**src/rtl/scr_pkg.sv**
```systemverilog
// Shared types and constants of the sound control register device.
// Used by every module of the block; depends on nothing.

package scr_pkg;

    // number of stored sound register offsets
    localparam int SOUND_REG_COUNT = 36;

    // widths
    localparam int ADDR_W  = 16;
    localparam int DATA_W  = 8;
    localparam int PHASE_W = 24;
    localparam int SMP_W   = 14;
    localparam int BANK_W  = 6;
    localparam int CH_W    = 3;
    localparam int OFS_W   = 9;

    // bus address decoding
    localparam logic [ADDR_W-1:0] CTRL_MASK = 16'hff80;
    localparam logic [ADDR_W-1:0] CTRL_BASE = 16'h9000;
    localparam logic [2:0]        FLIP_SEL  = 3'd7;
    localparam logic [ADDR_W-1:0] SND_FIRST = 16'h9828;
    localparam logic [ADDR_W-1:0] SND_LAST  = 16'h993f;
    localparam logic [ADDR_W-1:0] BANK_ADDR = 16'h9200;
    localparam logic [ADDR_W-1:0] WDOG_ADDR = 16'h9380;

    // sound register offsets
    localparam logic [OFS_W-1:0] OFS_CH4       = 9'h004;
    localparam logic [OFS_W-1:0] OFS_LOOP_LO   = 9'h008;
    localparam logic [OFS_W-1:0] OFS_LOOP_HI   = 9'h00b;
    localparam logic [OFS_W-1:0] OFS_CH_LO     = 9'h00c;
    localparam logic [OFS_W-1:0] OFS_CH_HI     = 9'h00f;
    localparam logic [OFS_W-1:0] OFS_STEP      = 9'h010;
    localparam logic [OFS_W-1:0] OFS_VOL       = 9'h011;
    localparam logic [OFS_W-1:0] OFS_LIMIT     = OFS_W'(SOUND_REG_COUNT);

    // channel 4 runs while its byte holds this code
    localparam logic [DATA_W-1:0] CH4_RUN_CODE = 8'hef;
    localparam logic [CH_W-1:0]   CH4_NUM      = 3'd4;

    // tone unit reset value
    localparam logic [PHASE_W-1:0] TONE_UNIT_RST = 24'd97391;

    // item kinds
    typedef enum logic {
        FUNC_WRITE = 1'b0,
        FUNC_TICK  = 1'b1
    } func_t;

    // sample channel events
    typedef enum logic [1:0] {
        EV_NONE  = 2'd0,
        EV_START = 2'd1,
        EV_STOP  = 2'd2
    } chan_ev_t;

    // one input word
    typedef struct packed {
        logic              func;
        logic [ADDR_W-1:0] address;
        logic [DATA_W-1:0] data;
    } item_t;

    // one result word
    typedef struct packed {
        logic [SMP_W-1:0]  sample_out;
        logic [DATA_W-1:0] flip;
        logic [BANK_W-1:0] palette_bank;
        logic              watchdog_kick;
        chan_ev_t          channel_event;
        logic [CH_W-1:0]   channel;
        logic              channel_loop;
    } result_t;

endpackage

```
**src/rtl/scr_in_stage.sv**
```systemverilog
// Input register of the sound control register device.
// Depends on scr_pkg for the input word type.

module scr_in_stage
(
    input  logic           clk,
    input  logic           rst_n,
    input  logic           in_valid,
    output logic           in_stall,
    input  scr_pkg::item_t in_item,
    input  logic           advance,
    output logic           item_valid,
    output scr_pkg::item_t item
);

    logic           valid_reg;
    logic           valid_next;
    scr_pkg::item_t item_reg;
    logic           accept;

    // hold off the sender only while a held word cannot move on
    assign in_stall = valid_reg && !advance;
    assign accept   = in_valid && !in_stall;

    always_comb
    begin
        if (accept)
        begin
            valid_next = 1'b1;
        end
        else if (advance)
        begin
            valid_next = 1'b0;
        end
        else
        begin
            valid_next = valid_reg;
        end
    end

    // control flop
    always_ff @(posedge clk or negedge rst_n)
    begin
        if (!rst_n)
        begin
            valid_reg <= 1'b0;
        end
        else
        begin
            valid_reg <= valid_next;
        end
    end

    // payload flop
    always_ff @(posedge clk)
    begin
        if (accept)
        begin
            item_reg <= in_item;
        end
    end

    assign item_valid = valid_reg;
    assign item       = item_reg;

endmodule

```
**src/rtl/scr_core.sv**
```systemverilog
// Write decoder, sound state and tone generator of the device.
// Depends on scr_pkg for types, address map and widths.

module scr_core
(
    input  logic                           clk,
    input  logic                           rst_n,
    input  logic                           cfg_we,
    input  logic [scr_pkg::PHASE_W-1:0]    cfg_data,
    input  logic                           advance,
    input  scr_pkg::item_t                 item,
    output scr_pkg::result_t               result
);

    // state
    logic [scr_pkg::PHASE_W-1:0] tone_unit_reg;
    logic [scr_pkg::PHASE_W-1:0] phase_reg, phase_next;
    logic [scr_pkg::PHASE_W-1:0] step_reg, step_next;
    logic [scr_pkg::DATA_W-1:0]  volume_reg, volume_next;
    logic [scr_pkg::DATA_W-1:0]  flip_reg, flip_next;
    logic [scr_pkg::BANK_W-1:0]  bank_reg, bank_next;
    logic                        ch4_run_reg, ch4_run_next;
    logic [3:0]                  ch_bit_reg, ch_bit_next;
    logic [3:0]                  loop_zero_reg, loop_zero_next;

    // decode
    logic [scr_pkg::ADDR_W-1:0]  addr_diff;
    logic [scr_pkg::OFS_W-1:0]   offset;
    logic                        in_ctrl;
    logic                        in_snd;
    logic                        snd_ok;
    logic [1:0]                  sub;
    logic                        new_bit;
    logic                        old_bit;
    logic                        new_ch4;

    // tone step product
    logic [31:0]                 prod;
    logic [34:0]                 prod5;

    assign addr_diff = item.address - scr_pkg::SND_FIRST;
    assign offset    = addr_diff[scr_pkg::OFS_W-1:0];
    assign in_ctrl   = (item.address & scr_pkg::CTRL_MASK) == scr_pkg::CTRL_BASE;
    assign in_snd    = (item.address >= scr_pkg::SND_FIRST)
                    && (item.address <= scr_pkg::SND_LAST);
    assign snd_ok    = in_snd && (offset < scr_pkg::OFS_LIMIT);
    assign sub       = offset[1:0];
    assign new_bit   = item.data[0];
    assign old_bit   = ch_bit_reg[sub];
    assign new_ch4   = (item.data == scr_pkg::CH4_RUN_CODE);

    // step = unit * data * 5 / 256, kept to 24 bits
    assign prod  = 32'(tone_unit_reg) * 32'(item.data);
    assign prod5 = {1'b0, prod, 2'b00} + {3'b000, prod};

    // next state and result of the held word
    always_comb
    begin
        phase_next     = phase_reg;
        step_next      = step_reg;
        volume_next    = volume_reg;
        flip_next      = flip_reg;
        bank_next      = bank_reg;
        ch4_run_next   = ch4_run_reg;
        ch_bit_next    = ch_bit_reg;
        loop_zero_next = loop_zero_reg;

        result               = '0;
        result.channel_event = scr_pkg::EV_NONE;

        if (item.func == scr_pkg::FUNC_TICK)
        begin
            // tone sample, phase moves only while the step is nonzero
            if (step_reg != '0)
            begin
                if (phase_reg[scr_pkg::PHASE_W-1])
                begin
                    result.sample_out = {volume_reg, 6'b000000};
                end
                phase_next = phase_reg + step_reg;
            end
        end
        else if (in_ctrl)
        begin
            if (item.address[6:4] == scr_pkg::FLIP_SEL)
            begin
                flip_next = item.data;
            end
        end
        else if (in_snd)
        begin
            if (snd_ok)
            begin
                // channel 4 start and stop on its run code
                if (offset == scr_pkg::OFS_CH4)
                begin
                    if (new_ch4 && !ch4_run_reg)
                    begin
                        result.channel_event = scr_pkg::EV_START;
                        result.channel       = scr_pkg::CH4_NUM;
                        result.channel_loop  = 1'b1;
                    end
                    else if (!new_ch4 && ch4_run_reg)
                    begin
                        result.channel_event = scr_pkg::EV_STOP;
                        result.channel       = scr_pkg::CH4_NUM;
                    end
                    ch4_run_next = new_ch4;
                end

                // loop flag bytes of channels 0 to 3
                if ((offset >= scr_pkg::OFS_LOOP_LO) && (offset <= scr_pkg::OFS_LOOP_HI))
                begin
                    loop_zero_next[sub] = (item.data == '0);
                end

                // channels 0 to 3 follow bit 0 edges
                if ((offset >= scr_pkg::OFS_CH_LO) && (offset <= scr_pkg::OFS_CH_HI))
                begin
                    if (new_bit && !old_bit)
                    begin
                        result.channel_event = scr_pkg::EV_START;
                        result.channel       = {1'b0, sub};
                        result.channel_loop  = loop_zero_reg[sub];
                    end
                    else if (!new_bit && old_bit)
                    begin
                        result.channel_event = scr_pkg::EV_STOP;
                        result.channel       = {1'b0, sub};
                    end
                    ch_bit_next[sub] = new_bit;
                end

                if (offset == scr_pkg::OFS_STEP)
                begin
                    step_next = prod5[31:8];
                end

                if (offset == scr_pkg::OFS_VOL)
                begin
                    volume_next = item.data;
                end
            end
        end
        else if (item.address == scr_pkg::BANK_ADDR)
        begin
            bank_next = item.data[scr_pkg::BANK_W-1:0];
        end
        else if (item.address == scr_pkg::WDOG_ADDR)
        begin
            result.watchdog_kick = 1'b1;
        end

        result.flip         = flip_next;
        result.palette_bank = bank_next;
    end

    // configuration register
    always_ff @(posedge clk or negedge rst_n)
    begin
        if (!rst_n)
        begin
            tone_unit_reg <= scr_pkg::TONE_UNIT_RST;
        end
        else if (cfg_we)
        begin
            tone_unit_reg <= cfg_data;
        end
    end

    // device state, updated as each word moves to the output
    always_ff @(posedge clk or negedge rst_n)
    begin
        if (!rst_n)
        begin
            phase_reg     <= '0;
            step_reg      <= '0;
            volume_reg    <= '0;
            flip_reg      <= '0;
            bank_reg      <= '0;
            ch4_run_reg   <= 1'b0;
            ch_bit_reg    <= '0;
            loop_zero_reg <= '1;
        end
        else if (advance)
        begin
            phase_reg     <= phase_next;
            step_reg      <= step_next;
            volume_reg    <= volume_next;
            flip_reg      <= flip_next;
            bank_reg      <= bank_next;
            ch4_run_reg   <= ch4_run_next;
            ch_bit_reg    <= ch_bit_next;
            loop_zero_reg <= loop_zero_next;
        end
    end

endmodule

```
**src/rtl/scr_out_stage.sv**
```systemverilog
// Output register of the sound control register device.
// Depends on scr_pkg for the result word type.

module scr_out_stage
(
    input  logic             clk,
    input  logic             rst_n,
    input  logic             item_valid,
    output logic             advance,
    input  scr_pkg::result_t result,
    output logic             out_valid,
    input  logic             out_stall,
    output scr_pkg::result_t out_word
);

    logic             valid_reg;
    logic             valid_next;
    scr_pkg::result_t word_reg;
    logic             can_load;

    // a new result may enter when the register is empty or being taken
    assign can_load = !valid_reg || !out_stall;
    assign advance  = item_valid && can_load;

    always_comb
    begin
        if (advance)
        begin
            valid_next = 1'b1;
        end
        else if (can_load)
        begin
            valid_next = 1'b0;
        end
        else
        begin
            valid_next = valid_reg;
        end
    end

    // control flop
    always_ff @(posedge clk or negedge rst_n)
    begin
        if (!rst_n)
        begin
            valid_reg <= 1'b0;
        end
        else
        begin
            valid_reg <= valid_next;
        end
    end

    // payload flop
    always_ff @(posedge clk)
    begin
        if (advance)
        begin
            word_reg <= result;
        end
    end

    assign out_valid = valid_reg;
    assign out_word  = word_reg;

endmodule

```
**src/rtl/sound_control_register_device.sv**
```systemverilog
// Sound control register device: bus write decoder and square-wave tone.
// Top level; depends on scr_pkg, scr_in_stage, scr_core, scr_out_stage.
//
// Usage:
//   Input channel (in_valid / in_stall) carries one word per item: func
//   selects a bus write (address, data) or one audio sample tick.
//   Output channel (out_valid / out_stall) returns exactly one result word
//   per input word, in order: tone sample, flip byte, palette bank,
//   watchdog kick and any sample channel start or stop.
//   Config channel (cfg_valid / cfg_ready, tone_unit) sets the tone unit;
//   it is always ready and is meant to be written while the block is idle.
// Timing:
//   A word taken is held in the input register and moves into the output
//   register once that register can load; its result is then on the outputs.
//   One word is taken every cycle while out_stall is low; the single pass
//   through the step multiplier and phase adder between the registers sets it.
// Reset:
//   rst_n clears both registers' valid flags and all sound state; the tone
//   unit returns to its default.
// Stall:
//   While out_stall holds, the result stays on the outputs; in_stall rises
//   as soon as the input register holds a word, so at most one more word
//   is taken.

module sound_control_register_device
(
    input  logic                           clk,
    input  logic                           rst_n,

    input  logic                           in_valid,
    output logic                           in_stall,
    input  logic                           func,
    input  logic [scr_pkg::ADDR_W-1:0]     address,
    input  logic [scr_pkg::DATA_W-1:0]     data,

    input  logic                           cfg_valid,
    output logic                           cfg_ready,
    input  logic [scr_pkg::PHASE_W-1:0]    tone_unit,

    output logic                           out_valid,
    input  logic                           out_stall,
    output logic [scr_pkg::SMP_W-1:0]      sample_out,
    output logic [scr_pkg::DATA_W-1:0]     flip,
    output logic [scr_pkg::BANK_W-1:0]     palette_bank,
    output logic                           watchdog_kick,
    output logic [1:0]                     channel_event,
    output logic [scr_pkg::CH_W-1:0]       channel,
    output logic                           channel_loop
);

    scr_pkg::item_t   in_item;
    scr_pkg::item_t   item;
    scr_pkg::result_t result;
    scr_pkg::result_t out_word;
    logic             item_valid;
    logic             advance;

    assign in_item.func    = func;
    assign in_item.address = address;
    assign in_item.data    = data;

    assign cfg_ready = 1'b1;

    // input register
    scr_in_stage u_in
    (
        .clk        (clk),
        .rst_n      (rst_n),
        .in_valid   (in_valid),
        .in_stall   (in_stall),
        .in_item    (in_item),
        .advance    (advance),
        .item_valid (item_valid),
        .item       (item)
    );

    // decode, state and tone
    scr_core u_core
    (
        .clk      (clk),
        .rst_n    (rst_n),
        .cfg_we   (cfg_valid && cfg_ready),
        .cfg_data (tone_unit),
        .advance  (advance),
        .item     (item),
        .result   (result)
    );

    // output register
    scr_out_stage u_out
    (
        .clk        (clk),
        .rst_n      (rst_n),
        .item_valid (item_valid),
        .advance    (advance),
        .result     (result),
        .out_valid  (out_valid),
        .out_stall  (out_stall),
        .out_word   (out_word)
    );

    assign sample_out    = out_word.sample_out;
    assign flip          = out_word.flip;
    assign palette_bank  = out_word.palette_bank;
    assign watchdog_kick = out_word.watchdog_kick;
    assign channel_event = out_word.channel_event;
    assign channel       = out_word.channel;
    assign channel_loop  = out_word.channel_loop;

endmodule

```
**config.mk**
```make
export PLATFORM = sky130hd
export DESIGN_NAME = sound_control_register_device
export DESIGN_NICKNAME = d
export VERILOG_FILES = /design/src/rtl/scr_pkg.sv /design/src/rtl/scr_in_stage.sv /design/src/rtl/scr_core.sv /design/src/rtl/scr_out_stage.sv /design/src/rtl/sound_control_register_device.sv
export SDC_FILE = /design/constraint.sdc
export NUM_CORES = 1
export LEC_CHECK = 0
export BUFFER_PORTS_ARGS = -buffer_cell sky130_fd_sc_hd__buf_2
export CAP_MARGIN = 20
export CORE_ASPECT_RATIO = 1.5
export CORE_MARGIN = 5
export CORE_UTILIZATION = 68
export CTS_CLUSTER_DIAMETER = 30
export DETAILED_ROUTE_END_ITERATION = 8
export GPL_ROUTABILITY_DRIVEN = 0
export PLACE_DENSITY = 0.92
export SETUP_SLACK_MARGIN = 0.5
export SYNTH_ARGS = -nofsm -noshare
export SYNTH_HDL_FRONTEND = slang
export SYNTH_HIERARCHICAL = 1
export SYNTH_SLANG_ARGS = --single-unit
```
**constraint.sdc**
```tcl
create_clock -name clk -period 14.5 [get_ports clk]
set_input_delay 0 -clock clk [delete_from_list [all_inputs] [get_ports clk]]
set_output_delay 0 -clock clk [all_outputs]
set_load 0.03 [all_outputs]
```
==> After elaboration in Yosys (flattened, before gate mapping) <==
Cells that the tools add are included.
Widths: inputs -> output; s select.
{ "totals": {"ff_bits": 165, "input_bits": 54, "out_inout_bits": 38} }
{ "op_classes": {"n_addsub": 3, "mul": 1, "n_lt_le_gt_ge": 9, "eq_ne": 8, "muxes": 28, "n_bitwise": 4, "reduce_logical": 35} }
{ "ops": {"columns": ["operator", "n"], "rows": [
  ["$mux 6", 6],
  ["$add 32x32->32", 1],
  ["$eq 16x16->1 const B", 2],
  ["$mul 24x8->32", 1],
  ["$reduce_and 6->1", 5],
  ["$add 24x24->24", 1],
  ["$mux 8", 3],
  ["$reduce_bool 24->1", 1],
  ["$mux 5", 4],
  ["$eq 9x5->1 const B", 2],
  ["$ge 9x4->1 const B", 2],
  ["$le 9x4->1 const B", 2],
  ["$ge 16x16->1 const B", 1],
  ["$le 16x16->1 const B", 1],
  ["$logic_and 1x1->1", 12],
  ["$mux 1", 10],
  ["$eq 9x3->1 const B", 1],
  ["$eq 9x9->1 const B", 1],
  ["$lt 9x6->1 const B", 1],
  ["$sub 9x6->9 const B", 1],
  ["$bwmux 4", 2],
  ["$eq 8x8->1 const B", 1],
  ["$logic_not 1->1", 8],
  ["$logic_not 8->1", 1],
  ["11 further kinds", 18]
]} }

==> Logic depth before layout (Yosys ltp) <==
Gate-level depths: netlist of the first run.
{ "depth": {"ltp_word": 9, "depth_mapped": 36, "depth_no_buf": 34} }

==> Cells and area by module <==
Netlist of the first run, hierarchy kept.
{ "modules_own_cells": {"columns": ["mod", "n_inst", "cells_per_inst", "area_each_um2", "seq_area_each_um2"], "rows": [
  ["scr_core", 1, 1480, 13270.2, 2597.5],
  ["scr_out_stage", 1, 38, 1094.8, 1076.0],
  ["scr_in_stage", 1, 30, 808.3, 775.7],
  ["sound_control_register_device", 1, 2, 11.3, 0.0]
]} }

==> Least setup slack after synthesis of the first run <==
OpenSTA, ideal clock, no wires.
{ "synth_path": {"path_type": "register to register", "start": "register u_in.item_reg, in the netlist u_in/item[7]", "end": "register u_core/step_reg[22] (netlist bit)", "t_arrival_ps": 7190, "required_ps": 14431, "setup_slack_ps": 7241, "stages_incl_launch_ff": 35, "synth_period_minus_slack_ps": 7259, "cell_sequence": "edfxtp_1 -> clkbuf_1 -> clkbuf_1 -> nand2_1 -> fa_1 -> fa_1 -> inv_1 -> fa_1 -> inv_1 -> fa_1 -> inv_1 -> ha_1 -> o21ai_0 -> o21bai_1 -> a21oi_1 -> o211a_1 -> nor2b_1 -> o21a_1 -> o21a_1 -> o21a_1 -> o21ai_0 -> nand2b_1 -> a21oi_1 -> xnor2_1 -> ha_1 -> and4_1 -> nand2_1 -> a21oi_1 -> nor2_1 -> a22oi_1 -> a31oi_4 -> o31ai_4 -> a31oi_2 -> or4_1 -> nand3_1"} }
{ "synth_between": {"elab_chain_len": 2} }
{ "synth_rtl": {"columns": ["element", "line", "source"], "rows": [
  ["from (decl)", "scr_in_stage.sv:18", "scr_pkg::item_t item_reg;"],
  ["from (signal assigned)", "scr_in_stage.sv:59", "item_reg <= in_item;"],
  ["$mul 24x8->32", "scr_core.sv:53", "assign prod = 32'(tone_unit_reg) * 32'(item.data);"],
  ["$add 32x32->32", "scr_core.sv:54", "assign prod5 = {1'b0, prod, 2'b00} + {3'b000, prod};"],
  ["to (signal assigned)", "scr_core.sv:188", "step_reg <= step_next;"],
  ["to (decl)", "scr_core.sv:18", "logic [scr_pkg::PHASE_W-1:0] step_reg, step_next;"]
]} }
No other way between the ends.
A chain may end at the register's enable or synchronous reset.

==> Worst setup path in the final report of the first run <==
Ends and elaborated chain as after synthesis.

==> flow_summary.json, run 1 <==
{
  "netlist_instances": 1550,
  "diodes": 0,
  "wire_per_inst_um": 19.01,
  "largest_reg_flops": 35,
  "path_class": "reg2reg",
  "synth-async-reset-ratio_pct": 63.64,
  "clkSinkCount": 165,
  "synth-seq-area-share_pct": 29.30,
  "die_height_um": 193.0,
  "tightest_slew_ps": 998.8,
  "cts_tree": "done",
  "rsz0062_at_grt": "no",
  "fill_cells": 1357,
  "pin_count": 92,
  "slew_violations": 0,
  "cts.path.max_buffers": 2,
  "cp-end-kind": "flip-flop",
  "ys_warn_count": 6,
  "max_freq_mhz": 120.3,
  "critPathLaunch": "u_in/item[7]",
  "yosys-top-cells-count": "176 x inv_1, 148 x and2_1, 136 x nand2_1",
  "hold_viol": 0,
  "period_needed_ps": 8315,
  "clock_latency_ps": 440,
  "reg2reg_depth": 32,
  "synth-seq-cells": 165,
  "nNetsFinal": 1957,
  "start_util_pct": 68.35,
  "gr-usage-all-layers_pct": 29.06,
  "grt_pass1_wl_um": 60190,
  "drc": 0,
  "synth.avg_cell_area_um2": 9.796,
  "tns_ps": 0,
  "synth_edf_count": 60,
  "grt_overflow": 0,
  "timing.final.crit_share_pct": 57.34,
  "cts_root_buf": "clkbuf_16",
  "crit_top_cell": "fa_1",
  "floorplan.rows": 67,
  "slew_headroom_pct": 33.41,
  "critPathArrivalTime_ps": 8690,
  "critical_path.max_fanout": 28,
  "yosys.area.top_type_share_pct": 17.53,
  "grt_pass1_vias": 12650,
  "synthesis.area_um2": 15180,
  "syn_to_final_growth_pct": 11.25,
  "clk_pin_slew_ps": 70,
  "r2r_end": "u_core/step_reg[22]",
  "core_area_um2": 22220,
  "ff_latch_area_um2": 4449,
  "htreeDepth": 4,
  "r2r-start": "u_in/item[7]",
  "postRouteAntennaNets": 0,
  "worst-r2r-setup-slack_ps": 6190,
  "drv_cap": 0,
  "setup_viol": 0,
  "grt_max_degree": 75,
  "routed_via_density": 6.165,
  "yosysTopAreaCell": "fa_1",
  "ys_types": 86,
  "worstSetupEndpoint": "u_core/step_reg[22]",
  "worst_path_largest_cell_delay_ps": 930,
  "die_width_um": 132.0,
  "cts_made_buffers": 17,
  "dp_hpwl_um": 25790,
  "numPortBuffers": 90,
  "first_pass_iters": 7,
  "antenna_found_initial": 0,
  "cp_slowest_cell": "edfxtp_1",
  "worst_setup_path_start_kind": "flip-flop",
  "crit_required_ps": 14880,
  "drive_gt1_share_pct": 13.80,
  "num_vias": 12020,
  "hold_path.class": "in2async",
  "multiInputGateArea_um2": 9822,
  "wirelength_um": 37060,
  "synthFlopType": "dfrtp_1",
  "yosysMostFrequentCell": "inv_1",
  "die-area_um2": 25480,
  "first_iter_violations": 984,
  "status": "finished clean",
  "ys_top_cells_by_area": "fa_1 18%, dfrtp_1 15%, edfxtp_1 12%, ha_1 9.0%, and2_1 6.1%",
  "clock_skew_ps": 15.45
}
==> area by class of cell <==
| class | count | area share [%] |
|---|---|---|
| well taps | 276 | 2.044 |
| flip-flops and latches | 165 | 26.34 |
| inverters | 176 | 3.911 |
| clock inverters | 12 | 0.8296 |
| repair buffers | 151 | 6.148 |
| multi-input cells | 1150 | 58.14 |
| clock buffers | 20 | 2.585 |
==> worst max-delay path, delay by kind of cell, from the launching register on <==
kind / cells / cell delay (ps)
XOR/XNOR: 1 / 120
flip-flops: 1 / 930
AO/OA/AOI/OAI: 14 / 2810
buffers and inverters: 3 / 180
adder cells (fa/ha/maj): 6 / 2930
AND/OR/NAND/NOR: 8 / 1280
==> cell families after synthesis <==
group                    Yosys count  share of synthesized area [%]
buffers and inverters            240                          6.188
adder cells (fa/ha/maj)          242                          26.52
AND/OR/NAND/NOR                  510                          17.38
multiplexers                      61                          4.647
flip-flops                       165                          29.30
other                              2                        0.04946
XOR/XNOR                          76                          4.606
AO/OA/AOI/OAI                    254                          11.31
==> how the worst min path moves through the flow <==
stage | start | endpoint | cells after the start | slack, ps
finish | rst_n | u_out/out_valid | 2 | 80
global placement | rst_n | u_out/out_valid | 1 | -20
global route | rst_n | u_core/bank_reg[5] | 2 | 100
floorplan | rst_n | u_core/bank_reg[0] | 0 | -300
CTS | rst_n | u_core/bank_reg[1] | 2 | 60
detailed placement | rst_n | u_core/bank_reg[1] | 1 | -10
==> layout by cell type (no fill, tap or decap), types with 52 or more instances in the layout <==
cell / instances
ha_1: 109
and2_1: 148
nor2_1: 88
mux2_2: 56
edfxtp_1: 60
inv_1: 176
buf_2: 90
o21ai_0: 70
dlygate4sd3_1: 52
dfrtp_1: 89
nand2_1: 136
fa_1: 133
a21oi_1: 64
==> metal layers <==
layer | GRT usage [%] | part of all wire (%) | vias to the layer above | wire length (µm)
met1 | 33.16 | 36 | 5903 | 13510
met4 | 13.90 | 4.4 | 0 | 1640
met2 | 53.43 | 54 | 564 | 19900
met5 | 0 | 0 | - | 0
li1 | - | - | 5402 | -
met3 | 4.387 | 5.4 | 153 | 2009
==> metrics by stage <==
step	hold WS (ps)	instances	util, %	worst slack, ps	area [µm²]
floorplan	-295.6	1555	-	7241	15200
global placement	-17.50	1864	71.04	6787	15780
detailed placement	-13.78	1865	71.07	6487	15790
CTS	63.28	1949	76.01	6310	16880
global route	104.1	1950	76.04	5796	16890
finish	75.27	1950	76.04	6185	16890
==> what timing repair did <==
item                                   CTS  global route
setup buffers                            0             0
hold buffers                            52             0
endpoints found under the hold margin   82             0
gates resized for setup                  0             0
Power of run 1 is not shown: default switching activity piles up to over one toggle a cycle in this logic, so the estimate is an artifact.
==> inputs of run 2 (changes only) <==
- ABC_AREA: not set -> 1
- CORE_UTILIZATION: 68 -> 58
- PLACE_DENSITY: 0.92 -> 0.83
- clock period: 14.5 -> 6.85 ns (I/O delays scaled with it)
==> run 2 against run 1 <==
  * Register-to-register slack got worse by 5400 ps
  * Clock skew decreased by 3.4 ps
  * Critical path depth decreased by 3
  * Global-route usage decreased by 2.6 points
  * Non-clock buffer count increased by 22
  * First-iteration DRC count increased by 18%
  * Die area increased by 28%
  * Final cell count increased by 43%
  * Synthesized cell count increased by 45%
  * Wire length increased by 17%
  * Via count increased by 26%
  * Maximum frequency increased by 37%
  * Largest cell class unchanged
==> flow_summary.json, run 2 <==
{
  "cts.path.max_buffers": 2,
  "crit_required_ps": 7170,
  "num_vias": 15180,
  "drc": 0,
  "cts_tree": "done",
  "max_freq_mhz": 165.2,
  "diodes": 0,
  "die_height_um": 218.4,
  "gr-usage-all-layers_pct": 26.51,
  "dp_hpwl_um": 31210,
  "grt_pass1_vias": 15620,
  "yosysTopAreaCell": "fa_1",
  "rsz0062_at_grt": "yes",
  "drive_gt1_share_pct": 10.75,
  "drv_cap": 0,
  "ys_warn_count": 6,
  "postRouteAntennaNets": 0,
  "hold_path.class": "in2async",
  "r2r-start": "u_in/item[6]",
  "cts_made_buffers": 17,
  "largest_reg_flops": 35,
  "postLayoutCoreUtil_pct": 66.27,
  "wire_per_inst_um": 15.60,
  "grt_pass1_wl_um": 70790,
  "numPortBuffers": 90,
  "tightest_slew_ps": 891.1,
  "worst_setup_path_start_kind": "flip-flop",
  "cp_slowest_cell": "fa_1",
  "die-area_um2": 32530,
  "mostFrequentLayoutCells": "659 x nand2_1, 504 x inv_1, 133 x fa_1, 108 x ha_1, 95 x nor2_1",
  "critical_path.max_fanout": 6,
  "core_area_um2": 28620,
  "slew_violations": 0,
  "wirelength_um": 43380,
  "reg2reg_depth": 29,
  "setup_viol": 0,
  "ys_types": 56,
  "synth_edf_count": 60,
  "ys_top_cells_by_area": "fa_1 16%, nand2_1 15%, dfrtp_1 13%, inv_1 11%, edfxtp_1 11%",
  "first_pass_iters": 6,
  "first_iter_violations": 1163,
  "clk_pin_slew_ps": 70,
  "worst_path_largest_cell_delay_ps": 560,
  "status": "finished clean",
  "yosysMostFrequentCell": "nand2_1",
  "yosys-top-cells-count": "660 x nand2_1, 504 x inv_1, 133 x fa_1",
  "routed_via_density": 5.458,
  "nNetsFinal": 2674,
  "synth.avg_cell_area_um2": 7.462,
  "r2r_end": "u_core/step_reg[17]",
  "antenna_found_initial": 0,
  "synthesis.area_um2": 16800,
  "slew_headroom_pct": 40.59,
  "clkSinkCount": 165,
  "tns_ps": 0,
  "grt_max_degree": 56,
  "netlist_instances": 2251,
  "fill_cells": 2252,
  "synth-async-reset-ratio_pct": 63.64,
  "synth-seq-area-share_pct": 26.49,
  "floorplan.rows": 76,
  "cts_root_buf": "clkbuf_16",
  "yosys.area.top_type_share_pct": 15.85,
  "clock_skew_ps": 12.00,
  "pin_count": 92,
  "htreeDepth": 4,
  "path_class": "reg2reg",
  "synth-seq-cells": 165,
  "clock_latency_ps": 460,
  "worst-r2r-setup-slack_ps": 800,
  "crit_top_cell": "nand2_1",
  "synthFlopType": "dfrtp_1",
  "critPathArrivalTime_ps": 6380,
  "cp-end-kind": "flip-flop",
  "start_util_pct": 58.69,
  "timing.final.crit_share_pct": 88.39,
  "period_needed_ps": 6055,
  "die_width_um": 149.0,
  "grt_overflow": 0,
  "final_common_cell": "nand2_1",
  "syn_to_final_growth_pct": 12.93,
  "hold_viol": 0
}
## run 2: worst max-delay path: cells and delay by family (launching register included)
family                     cells  cell delay [ps]
AOI/OAI and AO/OA              3              600
xor gates and xnor gates       2              280
adders and majority gates      6             2840
buffers and inverters          8              800
DFF                            1              490
and+or+nand+nor               10              910
## run 2: area by class of cell
class	count	area (µm²)	area share (%)
multi-input cells	1513	10220	53.90
flip-flops and latches	165	4449	23.45
inverters	508	1907	10.05
repair buffers	173	1290	6.800
well taps	390	488.0	2.572
clock buffers	20	446.7	2.355
clock inverters	12	163.9	0.8641
## run 2: through the flow
step / std cells / area (µm²) / worst slack [ps] / hold slack [ps]
final: 2781 / 18970 / 795.1 / 131.5
after floorplan: 2256 / 16820 / 1057 / -295.6
after global placement: 2677 / 17550 / 497.5 / 85.74
after detailed placement: 2677 / 17550 / 373.2 / 92.98
after global routing: 2781 / 18970 / 443.1 / 192.2
after CTS: 2766 / 18740 / 506.9 / 141.7
## run 2: layer usage
metal / vias to the layer above / share of wire, % / GRT usage, %
li1: 7144 / - / -
met1: 7098 / 35 / 28.22
met2: 714 / 52 / 49.30
met3: 222 / 5.7 / 3.588
met4: 0 / 6.8 / 15.54
met5: - / 0 / 0
## run 2: repair_timing
action / in CTS / in global routing
setup endpoints to repair: 7 / 18
endpoints found under the hold margin: 90 / 0
resized for setup: 0 / 14
pin swaps: 0 / 1
hold buffers: 52 / 0
buffers inserted: 5 / 13
## run 2: how the worst max path moves through the flow
stage | startpoint | to | depth (start not counted) | slack, ps
2_1_floorplan | u_in/item[7] | u_core/step_reg[17] | 27 | 1060
3_3_place_gp | u_in/item[6] | u_core/step_reg[17] | 26 | 500
3_5_place_dp | u_in/item[6] | u_core/step_reg[19] | 27 | 370
4_1_cts | u_in/item[2] | u_core/step_reg[19] | 27 | 510
5_1_grt | u_in/item[7] | u_core/step_reg[19] | 30 | 440
6_report | u_in/item[6] | u_core/step_reg[17] | 29 | 800
## run 2: logic make-up after synthesis
kind of cell,count (synthesis),share of synthesized area (%)
xor gates and xnor gates,51,2.659
DFF,165,26.49
other,2,0.04471
buffers and inverters,578,13.12
adders and majority gates,242,23.97
and+or+nand+nor,957,24.16
AOI/OAI and AO/OA,227,7.643
muxes,29,1.907
Power of run 2 is left out for the same reason.
